===== config.mk =====
export PLATFORM = sky130hd
export DESIGN_NAME = kbs_div
export DESIGN_NICKNAME = d
export VERILOG_FILES = /design/src/rtl/kbs_pkg.sv /design/src/rtl/kbs_div.sv
export SDC_FILE = /design/constraint.sdc
export NUM_CORES = 2
export LEC_CHECK = 0
export ABC_AREA = 0
export BUFFER_PORTS_ARGS = -buffer_cell sky130_fd_sc_hd__buf_2
export CORE_ASPECT_RATIO = 1.25
export CORE_UTILIZATION = 45
export DETAILED_ROUTE_END_ITERATION = 10
export PLACE_DENSITY = 0.6
export SYNTH_ARGS = -nofsm -noshare
export SYNTH_HDL_FRONTEND = slang
export SYNTH_SLANG_ARGS = --single-unit

===== constraint.sdc =====
create_clock -name clk -period 5.9 [get_ports clk]
set_clock_uncertainty 0.2 [all_clocks]
set_input_delay 0.885 -clock clk [delete_from_list [all_inputs] [get_ports clk]]
set_output_delay 0.885 -clock clk [all_outputs]
set_load 0.05 [all_outputs]

===== src/rtl/kbs_pkg.sv =====
`timescale 1ns / 1ps

package kbs_pkg;

  // default fraction bits of the trig values
  localparam int KBS_TRIG_FRAC_BITS = 14;

  // quarter-wave sine: angle 0..quarter turn, result in Q30
  localparam int ANGLE_W = 15;
  localparam int SIN_W = 31;
  localparam logic [ANGLE_W-1:0] QUARTER = 15'd16384;
  localparam int QSIN_LAT = 15;

  // integer bits of the steering tangent quotient
  localparam int TAN_INT_W = 14;

  // configuration port
  localparam int CFG_INDEX_W = 2;
  localparam int CFG_DATA_W = 16;

  typedef struct packed {
    logic signed [31:0] pos_x;
    logic signed [31:0] pos_y;
    logic [15:0]        heading;
    logic signed [15:0] speed;
    logic signed [15:0] steer_angle;
    logic signed [15:0] accel;
  } kbs_in_t;

  typedef struct packed {
    logic signed [31:0] next_x;
    logic signed [31:0] next_y;
    logic [15:0]        next_heading;
    logic signed [15:0] next_speed;
    logic               saturated;
  } kbs_out_t;

endpackage


===== src/rtl/kbs_div.sv =====
`timescale 1ns / 1ps

module kbs_div
  import kbs_pkg::*;
#(
  parameter int FRAC_BITS = KBS_TRIG_FRAC_BITS
) (
  input  logic                           clk,
  input  logic                           en,
  input  logic [SIN_W-1:0]               num,
  input  logic [SIN_W-1:0]               den,
  output logic [FRAC_BITS+TAN_INT_W-1:0] quot
);

  localparam int QW = FRAC_BITS + TAN_INT_W;
  localparam int RW = SIN_W;

  logic [RW-1:0] rem [QW];
  logic [RW-1:0] dv [QW];
  logic [QW-1:0] lo [QW];
  logic [QW-1:0] qb [QW];

  // one quotient bit per stage, restoring
  for (genvar g = 0; g < QW; g++) begin : g_bit
    logic [RW-1:0] r_in;
    logic [RW-1:0] d_in;
    logic [QW-1:0] l_in;
    logic [QW-1:0] q_in;
    logic [RW:0]   trial;
    logic [RW:0]   diff;

    if (g == 0) begin : g_first
      assign r_in = RW'(num >> TAN_INT_W);
      assign d_in = den;
      assign l_in = {num[TAN_INT_W-1:0], {FRAC_BITS{1'b0}}};
      assign q_in = '0;
    end else begin : g_next
      assign r_in = rem[g-1];
      assign d_in = dv[g-1];
      assign l_in = lo[g-1];
      assign q_in = qb[g-1];
    end

    assign trial = {r_in, l_in[QW-1]};
    assign diff = trial - {1'b0, d_in};

    always_ff @(posedge clk) begin
      if (en) begin
        if (trial >= {1'b0, d_in}) begin
          rem[g] <= diff[RW-1:0];
          qb[g] <= {q_in[QW-2:0], 1'b1};
        end else begin
          rem[g] <= trial[RW-1:0];
          qb[g] <= {q_in[QW-2:0], 1'b0};
        end
        lo[g] <= {l_in[QW-2:0], 1'b0};
        dv[g] <= d_in;
      end
    end
  end

  assign quot = qb[QW-1];

endmodule


==> out/results.ini <==
[run_status]
status=finished clean

[die]
dieArea_mm2=0.263
fp-row-count=209
die_w_um=459
die_h_um=573
initial_utilization_pct=45.2
core_mm2=0.259
io_pins=92

[placed_design]
place_congestion=0.934
place_ws_ns=0.706
hpwlAfterDp_mm=206
io_buffers=91

[logic_synthesis]
synth_edf_count=2170
seq_area_frac_synth_pct=55.5
synth.most_common_cell=edfxtp_1
ys_async_sr_fraction_pct=0
netlist.area_leader.share_pct=55.5
synthCells=10100
yosysUniqueCellTypes=92
synth_area_per_cell_um2=11.6
synth.net_count=11100
ys_seq_elements=2171
synth_area_leaders=edfxtp_1, ha_1, a21oi_1
ys_warn_count=0
yosys.area.top_type=edfxtp_1
syn_area_mm2=0.117
synth-main-ff-cell=edfxtp_1
yosys-top-cells-count=edfxtp_1, inv_1, a21oi_1

[clock_network]
cts-root-buf=clkbuf_16
postCtsSetupBuffers=0
holdBufCountCts=34
clk_latency_ns=0.88
htreeDepth=4
ctsLongestPathBuffers=4
cts_tree=built
clk_pin_slew_ns=0.06
cts_resized=0
cts.sinks=2171
numCtsBuffers=236

[pwr]
ir_drop_uv=311
finalPower_w=0.0686
power.density_mw_per_mm2=527
cellLeakagePower_nw=52.7

[global_routing]
grt_start_max_net_pins=193
overflow=0
grt_pass1_vias=82800
grt_usage_pct=20.4
antenna_found_initial=7
grt_first_pass_wirelength_mm=421

[job]
drv_cap=0

[setup_path]
required_ns=6.32
crit_family=compound AO/OA/AOI/OAI gates
path_max_fanout=32
crit_chain=inv_1, ha_1, inv_1, fa_1, a211oi_1, o21ai_0, a211o_1, a2111oi_1, o31ai_1, a31oi_1, o21ai_0, a21oi_4, buf_12, mux2_2
start_kind=flip-flop
cp-end-kind=flip-flop
path_buf_inv=3
cp_data_arrival_time_ns=5.65
cp_slowest_cell=a2111oi_1
path_class=reg -> reg
slowest_delay_ns=0.55

[timing]
finalMaxSlewViolations=0
finalSetupViolCount=0
rsz0062_at_grt=false
fmax_mhz=191
min_period_ns=5.23
fin_setup_tns_ns=0
timing.final.ws_setup_ns=0.668
hold_viol_final=0
tightest_slew_ns=1.38
fin_crit_sh_pct=88.7
slew_headroom_pct=7.77

[final_layout]
area_growth_pct=11.0
post-route-util_pct=50.2
finalNetCount=11300
drive_gt1_share_pct=8.46

[routing]
routed_wirelength_mm=273
wl_per_cell_um=19.4
drc=0
first_iter_violations=3303
routed_via_density=5.49
vias=77300
drtPass1Iterations=7
detail-route-antenna-nets=0

[worst_hold_path]
min_path_type=in -> reg

[where the power goes]
part           leakage, nW  total, W  switching, W  internal, W
Clock                 3.47    0.0140       0.00601      0.00799
Sequential            21.2    0.0244       0.00197       0.0224
Combinational         28.0    0.0302        0.0172       0.0130
[cells by family (layout without fill, tap and decap cells)]
kind of cell	count (synthesis)	after routing	synth area share (%)
fa+ha+maj	881	881	9.57
buf+inv	1311	1751	4.23
flops	2171	2171	55.5
xor+xnor	712	712	5.31
simple gates	2064	2064	8.23
compound gates	2651	2651	14.0
mux	323	323	3.08
other cells	0	34	0
[through the flow]
stage / area (µm²) / instances / hold WS (ns)
3_5_place_dp: 123000 / 13600 / 0.205
6_report: 130000 / 14100 / 0.0780
2_1_floorplan: 117000 / 10100 / 0.200
4_1_cts: 130000 / 14000 / 0.00577
5_1_grt: 130000 / 14100 / 0.0337
3_3_place_gp: 123000 / 13600 / 0.201
[routing by layer]
metal	global-route usage (%)	share of wire (%)
met2	44.9	61
met5	0	0
met4	15.1	7.9
met1	14.7	29
met3	2.24	2.5
[cells in the final DEF (no fill, tap or decap), types with 20 or more instances in the layout]
master         Yosys  layout
a211o_1           20      20
a211oi_1          53      51
a21boi_0          29      29
a21o_1           423     423
a21oi_1          895     891
a31oi_1           68      67
and2_1            42      42
and3_1            53      53
and4_1            31      31
buf_12             0      22
buf_2             20      90
buf_4              0      96
clkbuf_1         169      56
clkbuf_16          0     237
clkinv_1           1      56
clkinv_2           0      41
diode_2            0      34
dlygate4sd3_1      0      34
edfxtp_1        2170    2170
fa_1              27      27
ha_1             854     854
inv_1           1089    1089
mux2_2           299     299
nand2_1          694     694
nand2b_1          83      83
nand3_1          141     138
nand4_1          133     133
nor2_1           575     572
nor2b_1           88      88
nor3_1            87      87
o211ai_1          37      37
o21a_1           105     105
o21ai_0          599     599
o21bai_1         107     107
o31ai_1           61      60
or2_2             21      21
or3_1             27      27
xnor2_1          412     412
xor2_1           300     300
[final cells by class]
class	instances	area, µm²
Inverter	1091	4100
Clock buffer	293	6140
Fill cell	22500	129000
Tap cell	3481	4360
Antenna cell	34	85.1
Clock inverter	125	992
Multi-Input combinational cell	6631	47400
Sequential cell	2171	65200
Timing Repair Buffer	242	1950
[worst paths after layout]
path	start	endpoint	slack, ns	depth (start not counted)
worst min register to register	qb[0][315]$_DFFE_PP_	qb[0][344]$_DFFE_PP_	0.18	0
worst max register to register	lo[0][269]$_DFFE_PP_	rem[0][311]$_DFFE_PP_	0.67	14
worst max-delay path	lo[0][269]$_DFFE_PP_	rem[0][311]$_DFFE_PP_	0.67	14
worst min-delay path	den[20]	dv[0][20]$_DFFE_PP_	0.08	1
[sequential cells by signal, summed over array words and instances (netlist names)]
| signal | flops |
|---|---|
| lo | 91 |
| qb | 406 |
| rem | 837 |
| dv | 837 |
Power figures use the tool's default switching activity.
